$ cat config.mk
export PLATFORM = sky130hd
export DESIGN_NAME = modular_inverse_ext_euclid_top
export DESIGN_NICKNAME = d
export VERILOG_FILES = /design/src/design/mie_pkg.sv /design/src/design/modular_inverse_ext_euclid_top.sv /design/src/design/mie_seq.sv /design/src/design/mie_dp.sv
export SDC_FILE = /design/constraint.sdc
export NUM_CORES = 2
export LEC_CHECK = 0
export BUFFER_PORTS_ARGS = -buffer_cell sky130_fd_sc_hd__buf_2
export CAP_MARGIN = 20
export CELL_PAD_IN_SITES_DETAIL_PLACEMENT = 0
export CELL_PAD_IN_SITES_GLOBAL_PLACEMENT = 1
export CORE_ASPECT_RATIO = 1.1
export CORE_MARGIN = 4
export CORE_UTILIZATION = 53
export CTS_CLUSTER_DIAMETER = 200
export DETAILED_ROUTE_END_ITERATION = 6
export PLACE_DENSITY_LB_ADDON = 0.1
export SLEW_MARGIN = 20
export SYNTH_ARGS = -nofsm -noshare
export SYNTH_HDL_FRONTEND = slang
export SYNTH_HIERARCHICAL = 1
export SYNTH_SLANG_ARGS = --single-unit
$ cat constraint.sdc
create_clock -name clock -period 23 [get_ports clock]
set_input_delay 4.6 -clock clock [delete_from_list [all_inputs] [get_ports clock]]
set_output_delay 4.6 -clock clock [all_outputs]
set_load 0.05 [all_outputs]
$ cat src/design/mie_pkg.sv
package mie_pkg;

   // Width of the value, modulus, inverse and gcd fields on the ports
   localparam int FIELD_W = 63;
   // Default operand width of the datapath
   localparam int DATA_WIDTH_DEF = 63;

   typedef struct packed {
      logic [FIELD_W-1:0] value;
      logic [FIELD_W-1:0] modulus;
   } req_type;

   typedef struct packed {
      logic [FIELD_W-1:0] inverse_value;
      logic [FIELD_W-1:0] common_divisor;
      logic               invertible;
   } rsp_type;

   // Datapath operations, one per control word
   typedef enum logic [3:0] {
      OP_NOP,
      OP_LOAD,
      OP_DIV_EUCLID,
      OP_DIV_REDUCE,
      OP_DIV_STEP,
      OP_UPDATE,
      OP_FIX_SIGN,
      OP_SAVE_REM,
      OP_EMIT
   } op_type;

   // Jump conditions
   typedef enum logic [2:0] {
      COND_NEVER,
      COND_ALWAYS,
      COND_NO_REQ,
      COND_RC_ZERO,
      COND_DIV_MORE,
      COND_LT_N,
      COND_OUT_FULL
   } cond_type;

   localparam int STEP_W = 4;

   // Program addresses
   localparam logic [STEP_W-1:0] STEP_IDLE       = 4'd0;
   localparam logic [STEP_W-1:0] STEP_TEST       = 4'd1;
   localparam logic [STEP_W-1:0] STEP_DIV_START  = 4'd2;
   localparam logic [STEP_W-1:0] STEP_DIV_LOOP   = 4'd3;
   localparam logic [STEP_W-1:0] STEP_UPDATE     = 4'd4;
   localparam logic [STEP_W-1:0] STEP_FIX        = 4'd5;
   localparam logic [STEP_W-1:0] STEP_RANGE      = 4'd6;
   localparam logic [STEP_W-1:0] STEP_RED_START  = 4'd7;
   localparam logic [STEP_W-1:0] STEP_RED_LOOP   = 4'd8;
   localparam logic [STEP_W-1:0] STEP_RED_SAVE   = 4'd9;
   localparam logic [STEP_W-1:0] STEP_EMIT       = 4'd10;
   localparam logic [STEP_W-1:0] STEP_RETURN     = 4'd11;

   typedef struct packed {
      op_type            op;
      cond_type          cond;
      logic [STEP_W-1:0] target;
   } ctrl_type;

   // Status flags from the datapath to the sequencer
   typedef struct packed {
      logic no_req;
      logic rc_zero;
      logic div_more;
      logic t_lt_n;
      logic out_full;
   } status_type;

   // Microprogram: execute op, then jump to target when cond holds, else advance
   function automatic ctrl_type micro_rom(input logic [STEP_W-1:0] idx);
      ctrl_type w;
      unique case (idx)
         STEP_IDLE:      w = '{OP_LOAD,       COND_NO_REQ,   STEP_IDLE};
         STEP_TEST:      w = '{OP_NOP,        COND_RC_ZERO,  STEP_FIX};
         STEP_DIV_START: w = '{OP_DIV_EUCLID, COND_NEVER,    STEP_IDLE};
         STEP_DIV_LOOP:  w = '{OP_DIV_STEP,   COND_DIV_MORE, STEP_DIV_LOOP};
         STEP_UPDATE:    w = '{OP_UPDATE,     COND_ALWAYS,   STEP_TEST};
         STEP_FIX:       w = '{OP_FIX_SIGN,   COND_NEVER,    STEP_IDLE};
         STEP_RANGE:     w = '{OP_NOP,        COND_LT_N,     STEP_EMIT};
         STEP_RED_START: w = '{OP_DIV_REDUCE, COND_NEVER,    STEP_IDLE};
         STEP_RED_LOOP:  w = '{OP_DIV_STEP,   COND_DIV_MORE, STEP_RED_LOOP};
         STEP_RED_SAVE:  w = '{OP_SAVE_REM,   COND_NEVER,    STEP_IDLE};
         STEP_EMIT:      w = '{OP_EMIT,       COND_OUT_FULL, STEP_EMIT};
         STEP_RETURN:    w = '{OP_NOP,        COND_ALWAYS,   STEP_IDLE};
         default:        w = '{OP_NOP,        COND_ALWAYS,   STEP_IDLE};
      endcase
      return w;
   endfunction

endpackage

$ cat src/design/modular_inverse_ext_euclid_top.sv
// Modular inverse and gcd by the extended Euclidean algorithm.
// Request channel: req_valid / req_stall with req_data holding value and
// modulus. A request is taken only while the sequencer sits at its idle
// step; req_stall is high for the whole time an item is being worked on.
// Result channel: rsp_valid / rsp_stall with rsp_data holding the inverse,
// the gcd and the invertible flag; exactly one result per request.
// Each Euclid iteration runs the bit-serial restoring divider (one
// quotient bit per cycle), which also forms the quotient-times-coefficient
// product; a final reduction by the same divider follows when the
// coefficient needs it. The number of iterations k reaches about 90 for
// 63-bit operands. One item is in flight at a time.
// The finished result sits in an output register, so the next request is
// taken while the receiver stalls; a further result then waits at the emit
// step until the register is free. Reset returns the sequencer to idle,
// empties the output register and holds req_stall high.
module modular_inverse_ext_euclid_top #(
   parameter int DATA_WIDTH = mie_pkg::DATA_WIDTH_DEF
) (
   input  logic             clock,
   input  logic             reset,
   input  logic             req_valid,
   output logic             req_stall,
   input  mie_pkg::req_type req_data,
   output logic             rsp_valid,
   input  logic             rsp_stall,
   output mie_pkg::rsp_type rsp_data
);
   import mie_pkg::*;

   op_type     op;
   status_type status;

   // Accept a request only at the idle step and outside reset
   assign req_stall = reset | (op != OP_LOAD);

   mie_seq u_seq (
      .clock  (clock),
      .reset  (reset),
      .status (status),
      .op     (op)
   );

   mie_dp #(
      .DATA_WIDTH (DATA_WIDTH)
   ) u_dp (
      .clock     (clock),
      .reset     (reset),
      .op        (op),
      .req_valid (req_valid),
      .req_data  (req_data),
      .rsp_valid (rsp_valid),
      .rsp_stall (rsp_stall),
      .rsp_data  (rsp_data),
      .status    (status)
   );

endmodule

$ cat src/design/mie_seq.sv
module mie_seq (
   input  logic                clock,
   input  logic                reset,
   input  mie_pkg::status_type status,
   output mie_pkg::op_type     op
);
   import mie_pkg::*;

   logic [STEP_W-1:0] step_ff;
   logic [STEP_W-1:0] step_in;
   ctrl_type          word;
   logic              take_jump;

   // Fetch the control word of the current step
   assign word = micro_rom(step_ff);
   assign op   = word.op;

   // Evaluate the jump condition
   always_comb begin
      unique case (word.cond)
         COND_NEVER:    take_jump = 1'b0;
         COND_ALWAYS:   take_jump = 1'b1;
         COND_NO_REQ:   take_jump = status.no_req;
         COND_RC_ZERO:  take_jump = status.rc_zero;
         COND_DIV_MORE: take_jump = status.div_more;
         COND_LT_N:     take_jump = status.t_lt_n;
         COND_OUT_FULL: take_jump = status.out_full;
         default:       take_jump = 1'b1;
      endcase
      step_in = take_jump ? word.target : step_ff + 1'b1;
   end

   // Advance the step counter
   always_ff @(posedge clock) begin
      if (reset) begin
         step_ff <= STEP_IDLE;
      end else begin
         step_ff <= step_in;
      end
   end

endmodule

$ cat src/design/mie_dp.sv
module mie_dp #(
   parameter int DATA_WIDTH = mie_pkg::DATA_WIDTH_DEF
) (
   input  logic                clock,
   input  logic                reset,
   input  mie_pkg::op_type     op,
   input  logic                req_valid,
   input  mie_pkg::req_type    req_data,
   output logic                rsp_valid,
   input  logic                rsp_stall,
   output mie_pkg::rsp_type    rsp_data,
   output mie_pkg::status_type status
);
   import mie_pkg::*;

   localparam int W     = DATA_WIDTH;
   localparam int CNT_W = $clog2(DATA_WIDTH);

   // Euclid remainders, Bezout coefficients (W+1 bit two's complement) and modulus
   logic [W-1:0]     rp_ff, rp_in, rc_ff, rc_in, n_ff, n_in;
   logic [W:0]       cp_ff, cp_in, cc_ff, cc_in;
   logic             nzero_ff, nzero_in;
   // Restoring divider with a shift-add product of quotient and coefficient
   logic [W-1:0]     den_ff, den_in, rem_ff, rem_in, quo_ff, quo_in;
   logic [W:0]       prod_ff, prod_in;
   logic [CNT_W-1:0] cnt_ff, cnt_in;
   // Result register
   logic             rsp_valid_ff, rsp_valid_in;
   rsp_type          rsp_data_ff, rsp_data_in;

   logic [W:0]       shifted, diff;
   logic             qbit;
   logic             out_full;
   logic             unit_gcd;

   // One divider step: bring down the next dividend bit, try to subtract
   assign shifted = {rem_ff, quo_ff[W-1]};
   assign diff    = shifted - {1'b0, den_ff};
   assign qbit    = ~diff[W];

   assign out_full = rsp_valid_ff & rsp_stall;
   assign unit_gcd = (rp_ff == W'(1)) & ~nzero_ff;

   always_comb begin
      rp_in        = rp_ff;
      rc_in        = rc_ff;
      n_in         = n_ff;
      cp_in        = cp_ff;
      cc_in        = cc_ff;
      nzero_in     = nzero_ff;
      den_in       = den_ff;
      rem_in       = rem_ff;
      quo_in       = quo_ff;
      prod_in      = prod_ff;
      cnt_in       = cnt_ff;
      rsp_data_in  = rsp_data_ff;
      // Drop the result once taken
      rsp_valid_in = rsp_valid_ff & rsp_stall;

      unique case (op)
         OP_NOP: begin
         end
         OP_LOAD: begin
            if (req_valid) begin
               rp_in    = req_data.modulus[W-1:0];
               rc_in    = req_data.value[W-1:0];
               n_in     = req_data.modulus[W-1:0];
               nzero_in = (req_data.modulus[W-1:0] == '0);
               cp_in    = '0;
               cc_in    = (W+1)'(1);
            end
         end
         OP_DIV_EUCLID: begin
            den_in  = rc_ff;
            quo_in  = rp_ff;
            rem_in  = '0;
            prod_in = '0;
            cnt_in  = CNT_W'(W - 1);
         end
         OP_DIV_REDUCE: begin
            den_in  = n_ff;
            quo_in  = cp_ff[W-1:0];
            rem_in  = '0;
            prod_in = '0;
            cnt_in  = CNT_W'(W - 1);
         end
         OP_DIV_STEP: begin
            rem_in  = qbit ? diff[W-1:0] : shifted[W-1:0];
            quo_in  = {quo_ff[W-2:0], qbit};
            prod_in = {prod_ff[W-1:0], 1'b0} + (qbit ? cc_ff : '0);
            cnt_in  = cnt_ff - 1'b1;
         end
         OP_UPDATE: begin
            rp_in = rc_ff;
            rc_in = rem_ff;
            cp_in = cc_ff;
            cc_in = cp_ff - prod_ff;
         end
         OP_FIX_SIGN: begin
            // Correct a negative coefficient by adding the modulus
            if (cp_ff[W]) begin
               cp_in = cp_ff + {1'b0, n_ff};
            end
         end
         OP_SAVE_REM: begin
            cp_in = {1'b0, rem_ff};
         end
         OP_EMIT: begin
            if (!out_full) begin
               rsp_valid_in               = 1'b1;
               rsp_data_in.common_divisor = FIELD_W'(rp_ff);
               rsp_data_in.invertible     = unit_gcd;
               rsp_data_in.inverse_value  = unit_gcd ? FIELD_W'(cp_ff[W-1:0]) : '0;
            end
         end
         default: begin
         end
      endcase
   end

   // Clear the result valid flag under reset, the rest free-running
   always_ff @(posedge clock) begin
      if (reset) begin
         rsp_valid_ff <= 1'b0;
      end else begin
         rsp_valid_ff <= rsp_valid_in;
      end
      rp_ff       <= rp_in;
      rc_ff       <= rc_in;
      n_ff        <= n_in;
      cp_ff       <= cp_in;
      cc_ff       <= cc_in;
      nzero_ff    <= nzero_in;
      den_ff      <= den_in;
      rem_ff      <= rem_in;
      quo_ff      <= quo_in;
      prod_ff     <= prod_in;
      cnt_ff      <= cnt_in;
      rsp_data_ff <= rsp_data_in;
   end

   // Report flags to the sequencer
   assign status.no_req   = ~req_valid;
   assign status.rc_zero  = (rc_ff == '0);
   assign status.div_more = (cnt_ff != '0);
   assign status.t_lt_n   = (cp_ff < {1'b0, n_ff});
   assign status.out_full = out_full;

   assign rsp_valid = rsp_valid_ff;
   assign rsp_data  = rsp_data_ff;

endmodule

==> impl_metrics.py <==
metrics = {
    "setup_path": {
        "arrival_ns": 5.53,
        "critPathMostFrequentCell": "buf_2",
        "worst_setup_path_start_kind": "input port",
        "r2r_cells": 21,
        "r2r_start": "u_dp/rem_ff[12]$_SDFFCE_PP0P_",
        "worstSetupEndpointType": "output pin",
        "cp.required_ns": 18.40,
        "crit_slowest_cell": "or4_1",
        "r2r_slack_ns": 15.49,
        "cp_slowest_stage_delay_ns": 0.41,
        "crit_type": "in2out",
        "crit_chain": "buf_2 -> nand2b_1 -> or4_1 -> buf_2",
        "r2r-end": "u_dp/prod_ff[63]$_SDFFCE_PP0P_",
        "crit_path_max_fanout": 9,
    },
    "global_route": {
        "grt_pass1_vias": 36122,
        "grt_pass1_wl_um": 230000,
        "antenna_found_initial": 7,
        "overflow": 0,
        "grtUsageTotal_pct": 33.5,
        "grt_max_degree": 181,
    },
    "synthesis": {
        "yosysSeqAreaShare_pct": 46.7,
        "syn_inst": 4781,
        "synth_compound_area_share_pct": 16.4,
        "synth-simple-area-share_pct": 17.1,
        "synth_top_family_by_area": "simple AND/OR/NAND/NOR gates",
        "synth_largest_area_cell": "edfxtp_1",
        "synthMuxAreaShare_pct": 1.98,
        "syn_nets": 5233,
        "post-synth-top-area-fraction_pct": 46.0,
        "synth_edf_count": 704,
        "synthXorXnorAreaFrac_pct": 4.21,
        "synth_common_cells": "782 x nand2_1, 704 x edfxtp_1, 386 x a21oi_1, 319 x inv_1, 318 x ha_1",
        "synth_seq_cells": 720,
        "syn_area_per_cell_um2": 9.61,
        "synth_adder_area_share_pct": 8.83,
        "synth.most_common_cell": "nand2_1",
        "synth_area_leaders": "edfxtp_1 46%, ha_1 8.7%, nand2_1 6.4%",
        "synth_cell_types": 104,
        "netlist_area_um2": 46000,
        "synth-main-ff-cell": "edfxtp_1",
        "ys_warn_count": 6,
        "async_reset_ff_share_pct": 0,
    },
    "pwr": {
        "vdd_ir_drop_max_mv": 0.124,
        "p_per_area_nw_per_um2": 135,
        "leakage_uw": 0.0214,
        "p_total_uw": 6870,
    },
    "floorplanning": {
        "die-area_um2": 91500,
        "core_um2": 86200,
        "num_rows": 113,
        "fp.dieW_um": 289,
        "boundaryPins": 259,
        "start_util_pct": 53.3,
        "die_h_um": 317,
    },
    "timing": {
        "slew_viol_final": 0,
        "rsz0062_at_grt": "false",
        "hold_violations": 0,
        "max_freq_mhz": 98.7,
        "setup_viol": 0,
        "worst_slack_ns": 12.87,
        "setup_tns_ns": 0,
        "worstMarginPinSlew_ns": 1.21,
        "skew_ns": 0.0289,
        "finalCritPeriodShare_pct": 44.1,
        "finalCriticalPeriod_ns": 10.13,
        "slew_headroom_pct": 19.7,
    },
    "clocking": {
        "insertion_delay_ns": 0.65,
        "clk_path_buf_depth": 3,
        "clock-root-buffer": "clkbuf_16",
        "h-tree-depth": 3,
        "cts-resized-gates": 0,
        "clkTransAtPathRegs_ns": 0.06,
        "cts_tree": "done",
        "cts_sinks": 720,
        "cts_buffers": 80,
        "postCtsHoldBufs": 0,
        "post-cts-setup-buffer-count": 0,
    },
    "finish": {
        "finalNonFillerCells": 6149,
        "drive_above_1_share_pct": 11.2,
        "syn_to_final_growth_pct": 10.9,
        "nNetsFinal": 5383,
    },
    "hold_path": {
        "min_to": "u_dp/rsp_data[20]$_DFFE_PP_",
        "hold_depth": 0,
        "hp-class": "reg2reg",
        "min_from": "u_dp/rp_ff[19]$_DFFE_PP_",
    },
    "detailed_routing": {
        "dr.pass1.iters": 7,
        "wl_um": 156000,
        "drc_errors": 12,
        "num_vias": 37714,
        "route.detailed.wl_per_inst_um": 25.4,
        "ant_nets": 0,
        "drt_iter0_drc": 3650,
        "vias_per_cell": 6.13,
    },
    "placement": {
        "post-place-ws_ns": 12.86,
        "dp_hpwl_um": 115000,
        "io_buffers": 258,
        "gp_congestion": 0.959,
        "dp_cells": 5999,
    },
    "run_status": {
        "outcome": "finished with violations",
        "violations": "DRC",
    },
    "run": {
        "cap_violations": 0,
    },
}
worst max path at each step:
| stage | from | end | slack (ns) |
|---|---|---|---|
| after floorplan | rsp_stall | u_dp/rsp_data[0]$_DFFE_PP_ | 12.40 |
| after global placement | reset | req_stall | 12.87 |
| after detailed placement | reset | req_stall | 12.86 |
| after CTS | reset | req_stall | 12.85 |
| after global routing | reset | req_stall | 12.82 |
| final | reset | req_stall | 12.87 |
cells by family after synthesis:
kind of cell,after synthesis
and+or+nand+nor,1695
AOI/OAI and AO/OA,1183
DFF,720
xor gates and xnor gates,221
muxes,81
buffers and inverters,559
adders and majority gates,322
where the power goes:
part | switching, uW | internal [uW]
registers | 357 | 1930
logic | 2080 | 1140
clock network | 575 | 791
total | 3010 | 3860
critical path: cells and delay by family:
kind,cells,cell delay [ns]
buffers and inverters,2,0.38
and+or+nand+nor,2,0.56
placed cells by master (no fill, tap or decap), types with 138 or more instances in the layout:
cell      instances
a21o_1          138
a21oi_1         385
buf_2           258
edfxtp_1        704
ha_1            318
inv_1           319
nand2_1         781
nor2_1          301
o21ai_0         201
xnor2_1         146
per-layer routing:
metal	GRT usage [%]	vias to the layer above	share of wire, %
met4	12.7	6	4.2
met3	5.30	254	7.7
met2	53.1	1587	45
met1	46.5	18333	43
li1	-	17534	-
met5	0	-	0.026
flip-flops by register name (all words and copies together) (netlist names):
signal,flops
u_dp/quo_ff,63
u_dp/rem_ff,63
u_dp/cnt_ff,6
u_dp/n_ff,63
u_dp/cc_ff,64
u_dp/rp_ff,63
u_seq/word,11
u_dp/den_ff,63
u_dp/rsp_data,127
u_dp/rc_ff,63
u_dp/cp_ff,64
u_dp/prod_ff,64
u_dp/rsp_valid,1
u_seq/step_ff,4
u_dp/nzero_ff,1
stage by stage:
stage,hold WS (ns),instance area [um^2],util (%)
2_1_floorplan,0.443,46000,-
3_3_place_gp,0.458,48200,55.9
3_5_place_dp,0.466,48200,55.9
4_1_cts,0.480,51000,59.1
5_1_grt,0.502,51000,59.1
6_report,0.480,51000,59.1
cell type report:
| cell class | instances | area (um^2) |
|---|---|---|
| flip-flops and latches | 720 | 21500 |
| fillers | 7713 | 35300 |
| clock inverters | 56 | 594 |
| well taps | 1150 | 1440 |
| diodes | 2 | 5.00 |
| repair buffers | 303 | 1670 |
| inverters | 324 | 1220 |
| multi-input cells | 3502 | 22400 |
| clock buffers | 92 | 2150 |
(Power assumes the default switching activity.)
